[config.mk]
export PLATFORM = sky130hd
export DESIGN_NAME = balance_robot_cascade_control
export DESIGN_NICKNAME = d
export VERILOG_FILES = /design/src/bcc_pkg.sv /design/src/balance_robot_cascade_control.sv
export SDC_FILE = /design/constraint.sdc
export NUM_CORES = 2
export LEC_CHECK = 0
export ABC_AREA = 1
export BUFFER_PORTS_ARGS = -buffer_cell sky130_fd_sc_hd__buf_2
export CORE_AREA = 5 5 392 394
export DETAILED_ROUTE_END_ITERATION = 6
export DIE_AREA = 0 0 397 399
export SLEW_MARGIN = 20
export SYNTH_ARGS = -nofsm -noshare
export SYNTH_HDL_FRONTEND = slang
export SYNTH_SLANG_ARGS = --single-unit
[constraint.sdc]
create_clock -name clk -period 11.3 [get_ports clk]
set_input_delay 2.26 -clock clk [delete_from_list [all_inputs] [get_ports clk]]
set_output_delay 2.26 -clock clk [all_outputs]
set_load 0.01 [all_outputs]
[src/bcc_pkg.sv]
// shared types, constants and step tables for the balance robot cascade controller
package bcc_pkg;

	localparam int PwmLimitDef      = 6900;
	localparam int IntegralLimitDef = 10000;
	localparam int TiltFaultLimit   = 4000;
	localparam int DistFollowNear   = 200;
	localparam int DistFollowFar    = 500;
	localparam int DistAvoid        = 450;
	localparam int CfgIdxW          = 3;
	localparam int CfgDataW         = 16;

	localparam logic [CfgIdxW-1:0] REG_MIDDLE_ANGLE  = 3'd0;
	localparam logic [CfgIdxW-1:0] REG_BALANCE_KP    = 3'd1;
	localparam logic [CfgIdxW-1:0] REG_BALANCE_KD    = 3'd2;
	localparam logic [CfgIdxW-1:0] REG_VELOCITY_KP   = 3'd3;
	localparam logic [CfgIdxW-1:0] REG_VELOCITY_KI   = 3'd4;
	localparam logic [CfgIdxW-1:0] REG_TURN_KP       = 3'd5;
	localparam logic [CfgIdxW-1:0] REG_TURN_KD       = 3'd6;
	localparam logic [CfgIdxW-1:0] REG_SPEED_DIVISOR = 3'd7;

	localparam logic [1:0] MODE_AVOID  = 2'd1;
	localparam logic [1:0] MODE_FOLLOW = 2'd2;
	// unused code, behaves as normal mode
	localparam logic [1:0] MODE_SPARE  = 2'd3;

	typedef struct packed {
		logic signed [15:0] tilt_angle;
		logic signed [15:0] tilt_rate;
		logic signed [15:0] yaw_rate;
		logic signed [15:0] left_count;
		logic signed [15:0] right_count;
		logic [15:0]        obstacle_distance;
		logic               forward_req;
		logic               backward_req;
		logic               left_req;
		logic               right_req;
		logic [1:0]         assist_mode;
		logic               halt;
	} item_t;

	typedef struct packed {
		logic [12:0] left_duty;
		logic        left_forward;
		logic [12:0] right_duty;
		logic        right_forward;
		logic        motors_on;
	} result_t;

	typedef enum logic [2:0] {
		ST_IDLE,
		ST_PREP,
		ST_MUL,
		ST_ABS,
		ST_DIV,
		ST_DONE
	} state_t;

	// 50*256 / divisor, divisor 0 acts as 1
	function automatic logic [13:0] step50(input logic [4:0] d);
		logic [13:0] r;
		unique case (d)
			5'd0, 5'd1: r = 14'd12800;
			5'd2: r = 14'd6400;  5'd3: r = 14'd4266;  5'd4: r = 14'd3200;
			5'd5: r = 14'd2560;  5'd6: r = 14'd2133;  5'd7: r = 14'd1828;
			5'd8: r = 14'd1600;  5'd9: r = 14'd1422;  5'd10: r = 14'd1280;
			5'd11: r = 14'd1163; 5'd12: r = 14'd1066; 5'd13: r = 14'd984;
			5'd14: r = 14'd914;  5'd15: r = 14'd853;  5'd16: r = 14'd800;
			5'd17: r = 14'd752;  5'd18: r = 14'd711;  5'd19: r = 14'd673;
			5'd20: r = 14'd640;  5'd21: r = 14'd609;  5'd22: r = 14'd581;
			5'd23: r = 14'd556;  5'd24: r = 14'd533;  5'd25: r = 14'd512;
			5'd26: r = 14'd492;  5'd27: r = 14'd474;  5'd28: r = 14'd457;
			5'd29: r = 14'd441;  5'd30: r = 14'd426;  5'd31: r = 14'd412;
			default: r = 14'd12800;
		endcase
		return r;
	endfunction

	// 30*256 / divisor
	function automatic logic [13:0] step30(input logic [4:0] d);
		logic [13:0] r;
		unique case (d)
			5'd0, 5'd1: r = 14'd7680;
			5'd2: r = 14'd3840;  5'd3: r = 14'd2560;  5'd4: r = 14'd1920;
			5'd5: r = 14'd1536;  5'd6: r = 14'd1280;  5'd7: r = 14'd1097;
			5'd8: r = 14'd960;   5'd9: r = 14'd853;   5'd10: r = 14'd768;
			5'd11: r = 14'd698;  5'd12: r = 14'd640;  5'd13: r = 14'd590;
			5'd14: r = 14'd548;  5'd15: r = 14'd512;  5'd16: r = 14'd480;
			5'd17: r = 14'd451;  5'd18: r = 14'd426;  5'd19: r = 14'd404;
			5'd20: r = 14'd384;  5'd21: r = 14'd365;  5'd22: r = 14'd349;
			5'd23: r = 14'd333;  5'd24: r = 14'd320;  5'd25: r = 14'd307;
			5'd26: r = 14'd295;  5'd27: r = 14'd284;  5'd28: r = 14'd274;
			5'd29: r = 14'd264;  5'd30: r = 14'd256;  5'd31: r = 14'd247;
			default: r = 14'd7680;
		endcase
		return r;
	endfunction

	// 54*256 / divisor, turn step
	function automatic logic [13:0] step54(input logic [4:0] d);
		logic [13:0] r;
		unique case (d)
			5'd0, 5'd1: r = 14'd13824;
			5'd2: r = 14'd6912;  5'd3: r = 14'd4608;  5'd4: r = 14'd3456;
			5'd5: r = 14'd2764;  5'd6: r = 14'd2304;  5'd7: r = 14'd1974;
			5'd8: r = 14'd1728;  5'd9: r = 14'd1536;  5'd10: r = 14'd1382;
			5'd11: r = 14'd1256; 5'd12: r = 14'd1152; 5'd13: r = 14'd1063;
			5'd14: r = 14'd987;  5'd15: r = 14'd921;  5'd16: r = 14'd864;
			5'd17: r = 14'd813;  5'd18: r = 14'd768;  5'd19: r = 14'd727;
			5'd20: r = 14'd691;  5'd21: r = 14'd658;  5'd22: r = 14'd628;
			5'd23: r = 14'd601;  5'd24: r = 14'd576;  5'd25: r = 14'd552;
			5'd26: r = 14'd531;  5'd27: r = 14'd512;  5'd28: r = 14'd493;
			5'd29: r = 14'd476;  5'd30: r = 14'd460;  5'd31: r = 14'd445;
			default: r = 14'd13824;
		endcase
		return r;
	endfunction

endpackage

[src/balance_robot_cascade_control.sv]
// balance robot cascade controller: balance pd, velocity pi and turn pd per control tick
//
//  channel  | handshake              | payload
//  ---------+------------------------+------------------------------
//  item     | item_valid / item_stall     | item (item_t)
//  result   | result_valid / result_stall | result (result_t)
//  cfg      | cfg_valid / cfg_ready       | cfg_index, cfg_data
//
// one transaction runs from item accept to result through a prep state, a gain-bit serial
// multiply, a sign state, a bit serial division by 100 and a state that saturates and
// loads the output register.
// a finished result waits in the output register while the next item is taken.
// arst_n clears the configuration registers (the speed divisor resets to 2), both loop states and the handshakes.
module balance_robot_cascade_control
	import bcc_pkg::*;
#(
	parameter int DUTY_LIMIT     = PwmLimitDef,
	parameter int INTEGRAL_LIMIT = IntegralLimitDef
) (
	input  logic                clk,
	input  logic                arst_n,
	input  logic                item_valid,
	output logic                item_stall,
	input  item_t               item,
	output logic                result_valid,
	input  logic                result_stall,
	output result_t             result,
	input  logic                cfg_valid,
	output logic                cfg_ready,
	input  logic [CfgIdxW-1:0]  cfg_index,
	input  logic [CfgDataW-1:0] cfg_data
);

	localparam int W       = 52;
	localparam int CW      = $clog2(W);
	localparam int IntLim  = INTEGRAL_LIMIT * 256;
	localparam int IW      = $clog2(IntLim + 1) + 1;
	localparam int SUMW    = 36;
	localparam int SW      = W + 3;

	state_t state_q, state_d;

	logic signed [10:0] middle_angle_q;
	logic [15:0] balance_kp_q, balance_kd_q, velocity_kp_q, velocity_ki_q;
	logic [15:0] turn_kp_q, turn_kd_q;
	logic [4:0]  speed_divisor_q;

	item_t item_q;
	logic signed [31:0]   sse_q;
	logic signed [IW-1:0] si_q;
	logic signed [31:0]   e_q;
	logic signed [IW-1:0] integ_q;
	logic signed [14:0]   tt_q;
	logic                 off_q;
	logic [CW-1:0]        cnt_q;
	logic signed [W-1:0]  acc_b_q, acc_v_q, acc_t_q;
	logic [W-1:0]         dvd_b_q, dvd_v_q, dvd_t_q;
	logic [6:0]           rem_b_q, rem_v_q, rem_t_q;
	logic                 neg_b_q, neg_v_q, neg_t_q;
	result_t              res_q;
	logic                 res_valid_q;

	logic out_free;
	assign out_free     = !res_valid_q || !result_stall;
	assign item_stall   = (state_q != ST_IDLE);
	assign cfg_ready    = 1'b1;
	assign result_valid = res_valid_q;
	assign result       = res_q;

	always_comb begin
		state_d = state_q;
		unique case (state_q)
			ST_IDLE: if (item_valid) state_d = ST_PREP;
			ST_PREP: state_d = ST_MUL;
			ST_MUL:  if (cnt_q == '0) state_d = ST_ABS;
			ST_ABS:  state_d = ST_DIV;
			ST_DIV:  if (cnt_q == '0) state_d = ST_DONE;
			ST_DONE: if (out_free) state_d = ST_IDLE;
			default: state_d = ST_IDLE;
		endcase
	end

	always_ff @(posedge clk or negedge arst_n) begin
		if (!arst_n) begin
			state_q <= ST_IDLE;
		end else begin
			state_q <= state_d;
		end
	end

	// configuration registers
	always_ff @(posedge clk or negedge arst_n) begin
		if (!arst_n) begin
			middle_angle_q  <= '0;
			balance_kp_q    <= '0;
			balance_kd_q    <= '0;
			velocity_kp_q   <= '0;
			velocity_ki_q   <= '0;
			turn_kp_q       <= '0;
			turn_kd_q       <= '0;
			speed_divisor_q <= 5'd2;
		end else if (cfg_valid) begin
			unique case (cfg_index)
				REG_MIDDLE_ANGLE:  middle_angle_q  <= cfg_data[10:0];
				REG_BALANCE_KP:    balance_kp_q    <= cfg_data;
				REG_BALANCE_KD:    balance_kd_q    <= cfg_data;
				REG_VELOCITY_KP:   velocity_kp_q   <= cfg_data;
				REG_VELOCITY_KI:   velocity_ki_q   <= cfg_data;
				REG_TURN_KP:       turn_kp_q       <= cfg_data;
				REG_TURN_KD:       turn_kd_q       <= cfg_data;
				REG_SPEED_DIVISOR: speed_divisor_q <= cfg_data[4:0];
				default: ;
			endcase
		end
	end

	// prep: filter, drive step, clamped integral
	logic signed [40:0]   prod215;
	logic signed [17:0]   least;
	logic signed [24:0]   least41;
	logic signed [40:0]   e_full;
	logic signed [31:0]   e_new;
	logic signed [14:0]   step, tstep, move;
	logic signed [SUMW-1:0] isum, ilim;
	logic signed [IW-1:0] integ_new;
	logic                 avoid, follow, no_turn, fault;
	always_comb begin
		prod215 = (41'(sse_q) <<< 8) - (41'(sse_q) <<< 5) - (41'(sse_q) <<< 3) - 41'(sse_q);
		least   = -(18'(item_q.left_count) + 18'(item_q.right_count));
		least41 = (25'(least) <<< 5) + (25'(least) <<< 3) + 25'(least);
		e_full  = (prod215 >>> 8) + 41'(least41);
		e_new   = e_full[31:0];
		avoid   = (item_q.assist_mode == MODE_AVOID);
		follow  = (item_q.assist_mode == MODE_FOLLOW);
		no_turn = !item_q.left_req && !item_q.right_req;
		fault   = (item_q.tilt_angle < -16'(TiltFaultLimit))
			|| (item_q.tilt_angle > 16'(TiltFaultLimit));
		step    = (avoid || follow) ? $signed({1'b0, step30(speed_divisor_q)})
			: $signed({1'b0, step50(speed_divisor_q)});
		tstep   = $signed({1'b0, step54(speed_divisor_q)});
		move    = item_q.forward_req ? step : (item_q.backward_req ? -step : 15'sd0);
		if (follow && item_q.obstacle_distance > 16'(DistFollowNear)
			&& item_q.obstacle_distance < 16'(DistFollowFar) && no_turn) move = step;
		if (follow && item_q.obstacle_distance < 16'(DistFollowNear) && no_turn) move = -step;
		if (avoid && item_q.obstacle_distance < 16'(DistAvoid) && no_turn) move = -step;
		isum = SUMW'(si_q) + SUMW'(e_new) + SUMW'(move);
		ilim = SUMW'(IntLim);
		if (isum > ilim) integ_new = IW'(ilim);
		else if (isum < -ilim) integ_new = IW'(-ilim);
		else integ_new = IW'(isum);
	end

	// gain bit terms for the horner multiply
	logic                 bit_bp, bit_bd, bit_vp, bit_vi, bit_tp, bit_td;
	logic signed [16:0]   tilt_err;
	logic signed [W-1:0]  term_b, term_v, term_t;
	logic [15:0]          kd_eff;
	always_comb begin
		kd_eff   = (item_q.forward_req || item_q.backward_req) ? turn_kd_q : 16'd0;
		bit_bp   = balance_kp_q[cnt_q[3:0]];
		bit_bd   = balance_kd_q[cnt_q[3:0]];
		bit_vp   = velocity_kp_q[cnt_q[3:0]];
		bit_vi   = velocity_ki_q[cnt_q[3:0]];
		bit_tp   = turn_kp_q[cnt_q[3:0]];
		bit_td   = kd_eff[cnt_q[3:0]];
		tilt_err = 17'(item_q.tilt_angle) - 17'(middle_angle_q);
		term_b   = (bit_bp ? W'(tilt_err) : '0) + (bit_bd ? W'(item_q.tilt_rate) : '0);
		term_v   = (bit_vp ? -W'(e_q) : '0) + (bit_vi ? -W'(integ_q) : '0);
		term_t   = (bit_tp ? W'(tt_q) : '0) + (bit_td ? (W'(item_q.yaw_rate) <<< 8) : '0);
	end

	// one restoring division step by 100
	function automatic logic [7:0] div_step(input logic [6:0] rem, input logic din);
		logic [7:0] t;
		t = {rem, din};
		if (t >= 8'd100) return {1'b1, 7'(t - 8'd100)};
		return {1'b0, t[6:0]};
	endfunction

	logic [7:0] ds_b, ds_v, ds_t;
	assign ds_b = div_step(rem_b_q, dvd_b_q[W-1]);
	assign ds_v = div_step(rem_v_q, dvd_v_q[W-1]);
	assign ds_t = div_step(rem_t_q, dvd_t_q[W-1]);

	// final sum and saturation
	logic signed [SW-1:0] q_b, q_v, q_t, sum_l, sum_r, sat_l, sat_r, lim_pwm;
	logic [SW-1:0]        mag_l, mag_r;
	result_t              res_d;
	always_comb begin
		q_b     = neg_b_q ? -SW'(dvd_b_q) : SW'(dvd_b_q);
		q_v     = neg_v_q ? -SW'(dvd_v_q) : SW'(dvd_v_q);
		q_t     = neg_t_q ? -SW'(dvd_t_q) : SW'(dvd_t_q);
		sum_l   = q_b + q_v + q_t;
		sum_r   = q_b + q_v - q_t;
		lim_pwm = SW'(DUTY_LIMIT);
		sat_l   = (sum_l > lim_pwm) ? lim_pwm : ((sum_l < -lim_pwm) ? -lim_pwm : sum_l);
		sat_r   = (sum_r > lim_pwm) ? lim_pwm : ((sum_r < -lim_pwm) ? -lim_pwm : sum_r);
		mag_l   = sat_l[SW-1] ? SW'(-sat_l) : SW'(sat_l);
		mag_r   = sat_r[SW-1] ? SW'(-sat_r) : SW'(sat_r);
		res_d   = '0;
		if (!off_q) begin
			res_d.left_duty     = mag_l[12:0];
			res_d.left_forward  = (sat_l > 0);
			res_d.right_duty    = mag_r[12:0];
			res_d.right_forward = (sat_r > 0);
			res_d.motors_on     = 1'b1;
		end
	end

	// loop state
	always_ff @(posedge clk or negedge arst_n) begin
		if (!arst_n) begin
			sse_q <= '0;
			si_q  <= '0;
		end else if (state_q == ST_PREP) begin
			sse_q <= e_new;
			si_q  <= (fault || item_q.halt) ? '0 : integ_new;
		end
	end

	always_ff @(posedge clk or negedge arst_n) begin
		if (!arst_n) begin
			res_valid_q <= 1'b0;
		end else if (state_q == ST_DONE && out_free) begin
			res_valid_q <= 1'b1;
		end else if (!result_stall) begin
			res_valid_q <= 1'b0;
		end
	end

	// datapath, payload only
	always_ff @(posedge clk) begin
		unique case (state_q)
			ST_IDLE: begin
				item_q <= item;
			end
			ST_PREP: begin
				e_q     <= e_new;
				integ_q <= integ_new;
				tt_q    <= item_q.left_req ? -tstep : (item_q.right_req ? tstep : 15'sd0);
				off_q   <= fault || item_q.halt;
				acc_b_q <= '0;
				acc_v_q <= '0;
				acc_t_q <= '0;
				cnt_q   <= CW'(15);
			end
			ST_MUL: begin
				acc_b_q <= (acc_b_q <<< 1) + term_b;
				acc_v_q <= (acc_v_q <<< 1) + term_v;
				acc_t_q <= (acc_t_q <<< 1) + term_t;
				cnt_q   <= cnt_q - 1'b1;
			end
			ST_ABS: begin
				// velocity and turn divide by 25600: drop 8 bits, then divide by 100
				neg_b_q <= acc_b_q[W-1];
				neg_v_q <= acc_v_q[W-1];
				neg_t_q <= acc_t_q[W-1];
				dvd_b_q <= acc_b_q[W-1] ? W'(-acc_b_q) : W'(acc_b_q);
				dvd_v_q <= (acc_v_q[W-1] ? W'(-acc_v_q) : W'(acc_v_q)) >> 8;
				dvd_t_q <= (acc_t_q[W-1] ? W'(-acc_t_q) : W'(acc_t_q)) >> 8;
				rem_b_q <= '0;
				rem_v_q <= '0;
				rem_t_q <= '0;
				cnt_q   <= CW'(W - 1);
			end
			ST_DIV: begin
				dvd_b_q <= {dvd_b_q[W-2:0], ds_b[7]};
				dvd_v_q <= {dvd_v_q[W-2:0], ds_v[7]};
				dvd_t_q <= {dvd_t_q[W-2:0], ds_t[7]};
				rem_b_q <= ds_b[6:0];
				rem_v_q <= ds_v[6:0];
				rem_t_q <= ds_t[6:0];
				cnt_q   <= cnt_q - 1'b1;
			end
			ST_DONE: begin
				if (out_free) res_q <= res_d;
			end
			default: ;
		endcase
	end

endmodule

==> impl_metrics.yaml <==
status:
  outcome: "finished, final reports clean"
grt:
  grt_pass1_wl_um: 360600
  track_usage_pct: 28.76
  grt_overflow_total: 0
  first_global_vias: 63870
  grt_max_degree: 109
  grt_antenna_before_repair: 2
timing:
  maxSlewViolCount: 0
  setup_tns_ns: 0
  fin_crit_sh_pct: 90.48
  fin_skew_ns: 0.06718
  setup_viol: 0
  period_needed_ns: 10.22
  hold_violations: 0
  fmax_mhz: 97.81
  rsz0062_at_grt: "false"
  worstMarginPinSlew_ns: 1.103
  max_slew_margin_pct: 26.23
critical_path:
  arrival_ns: 10.67
  cp_slowest_stage_delay_ns: 0.56
  endpoint_kind: "flop"
  worst-setup-path-type: "flop to flop"
  start_kind: "flop"
  cp_common_cell: "nand2_1"
  ff2ff_setup_slack_ns: 1.08
  crit_fanout: 39
  cp_slowest_cell: "fa_1"
  timing.critical_path.required_ns: 11.75
placed_design:
  place.port_buffers: 157
  place_congestion: 0.9960
  dpl.hpwl_um: 189700
detailed_routing:
  drtPass1Iterations: 6
  first_iter_violations: 5374
  drtAntennaViolNets: 0
  drc: 0
  routed_wl_um: 232500
  vias_per_cell: 5.487
  vias: 66623
  wl_per_cell_um: 19.15
synth:
  yosysSeqAreaShare_pct: 28.39
  synth.distinct_cells: 81
  syn-cell-area_um2: 72730
  synth_edf_count: 545
  synth_top_family_by_area: "simple AND/OR/NAND/NOR gates"
  synth_compound_area_share_pct: 16.30
  yosys_register_bits: 716
  synth_cells: 9966
  synthAdderAreaFrac_pct: 16.78
  synthMuxAreaShare_pct: 0.02924
  avgSynthCellArea_um2: 7.298
  synth.net_count: 10903
  synth-simple-area-share_pct: 23.37
  synth_largest_area_cell: "edfxtp_1"
  synth_xor_area_share_pct: 5.732
  yosys_most_used_dff: "edfxtp_1"
  synthTopCellsByArea: "edfxtp_1 (23%), nand2_1 (10%), ha_1 (9.2%)"
  synth_top_area_share_pct: 22.50
  yosys_warnings: 0
  async_reset_ff_share_pct: 23.88
job:
  max-cap-violations: 0
clock_network:
  numCtsBuffers: 88
  clk_latency_ns: 0.73
  cts_tree: "done"
  post_cts_buffers: 0
  cts_sinks: 716
  cts.path.max_buffers: 3
  htree_levels: 3
  clk_pin_slew_ns: 0.06
  root_buffer: "clkbuf_16"
floorplan:
  core_area_um2: 149400
  initial_core_util_pct: 48.68
  die_width_um: 397
  ios: 159
  rows: 142
  die_y_um: 399
  dieArea_um2: 158400
min_path:
  min_path_type: "flop to flop"
finish:
  num_antenna_cells: 0
  nets: 10991
  layout-drive-gt1-share_pct: 5.125
  synthToLayoutAreaGrowth_pct: 7.832
==> kinds of logic (layout without fill, tap and decap cells) <==
| family | Yosys count | in the layout |
|---|---|---|
| buf+inv | 1779 | 1939 |
| fa+ha+maj | 810 | 810 |
| mux | 2 | 2 |
| other cells | 1 | 1 |
| xor+xnor | 476 | 476 |
| compound gates | 2127 | 2127 |
| simple gates | 4055 | 4055 |
| flops | 716 | 716 |
==> what timing repair did <==
item / in CTS / in global routing
gates resized for setup: 0 / 4
endpoints found under the setup margin: 0 / 44
hold buffers: 0 / 0
==> sequential cells by signal, summed over array words and instances (netlist names), 29 cells and up <==
register / cells
dvd_v_q: 52
sse_q: 32
item_q: 103
e_q: 32
acc_v_q: 52
result: 29
acc_t_q: 52
acc_b_q: 52
dvd_t_q: 52
dvd_b_q: 52
==> metal layers <==
metal	track usage (%)	up-vias	share of wire (%)
met5	0	-	0
met4	9.423	0	3.8
met3	3.199	341	5.2
met2	48.47	1824	47
met1	38.79	31307	44
li1	-	33151	-
==> worst paths after layout <==
check	cells past startpoint	endpoint	start
min in group asynchronous	1	velocity_ki_q[15]$_DFFE_PN0P_	arst_n
max in group asynchronous	2	sse_q[30]$_DFFE_PN0P_	arst_n
setup reg to reg	46	integ_q[18]$_DFFE_PP_	sse_q[4]$_DFFE_PN0P_
hold / removal	2	velocity_ki_q[1]$_DFFE_PN0P_	velocity_ki_q[1]$_DFFE_PN0P_
hold reg to reg	2	velocity_ki_q[1]$_DFFE_PN0P_	velocity_ki_q[1]$_DFFE_PN0P_
setup / recovery	46	integ_q[18]$_DFFE_PP_	sse_q[4]$_DFFE_PN0P_
==> per-stage QoR <==
stage / instances / setup WS [ns] / hold WS, ns / util, % / cell area, µm²
after floorplan: 9966 / 2.305 / 0.4244 / - / 72730
after global placement: 11980 / 0.8334 / 0.4612 / 50.56 / 75550
after detailed placement: 11980 / 0.7327 / 0.4675 / 50.56 / 75550
after CTS: 12142 / 0.6748 / 0.4818 / 52.48 / 78410
after global routing: 12142 / 0.06067 / 0.4902 / 52.49 / 78430
final: 12142 / 1.076 / 0.4784 / 52.49 / 78430
==> cell usage in the layout (no fill, tap or decap), types with 22 or more instances in the layout <==
cell / n
a21boi_0: 23
nor2_1: 1149
buf_2: 156
ha_1: 534
xor2_1: 343
o221ai_1: 23
or2_2: 28
o21bai_1: 48
nor3_1: 180
clkbuf_16: 89
xnor2_1: 133
inv_1: 1533
nand3_1: 364
dfrtp_1: 170
a21o_1: 27
o21a_1: 77
clkinv_1: 22
o21ai_1: 32
o31ai_1: 44
buf_4: 47
nand2_1: 2014
o21ai_0: 832
nor4_1: 58
o22ai_1: 27
a21oi_1: 789
a31oi_1: 62
edfxtp_1: 545
nor2_2: 32
fa_1: 276
nand4_1: 114
o211ai_1: 39
inv_2: 24
==> critical path, delay by kind of cell (launching register included) <==
family	cells	cell delay (ns)
compound gates	17	3.90
flops	1	0.35
xor+xnor	1	0.23
simple gates	14	1.26
fa+ha+maj	8	3.62
buf+inv	6	0.58
==> area by class of cell <==
type,instances,area (µm²)
multi-input cells,7471,45320
clock inverters,47,491.7
fillers,14901,70990
inverters,1570,5897
repair buffers,207,1179
clock buffers,115,2375
flip-flops and latches,716,20650
well taps,2016,2522
==> Yosys cell counts, types with 33 or more instances <==
cell type	n
nor4_1	58
o211ai_1	39
o31ai_1	44
nand2_1	2018
a31oi_1	62
o21ai_0	832
clkbuf_1	148
dfrtp_1	170
o21ai_1	33
inv_1	1537
o21a_1	77
nor2_1	1152
o21bai_1	48
edfxtp_1	545
nand4_1	114
a21oi_1	790
fa_1	276
xnor2_1	133
xor2_1	343
nor3_1	182
ha_1	534
nand3_1	364
Power is left out: the tool's default activity adds up to more than one toggle a clock period on the data nets, which glitch-free logic cannot reach.
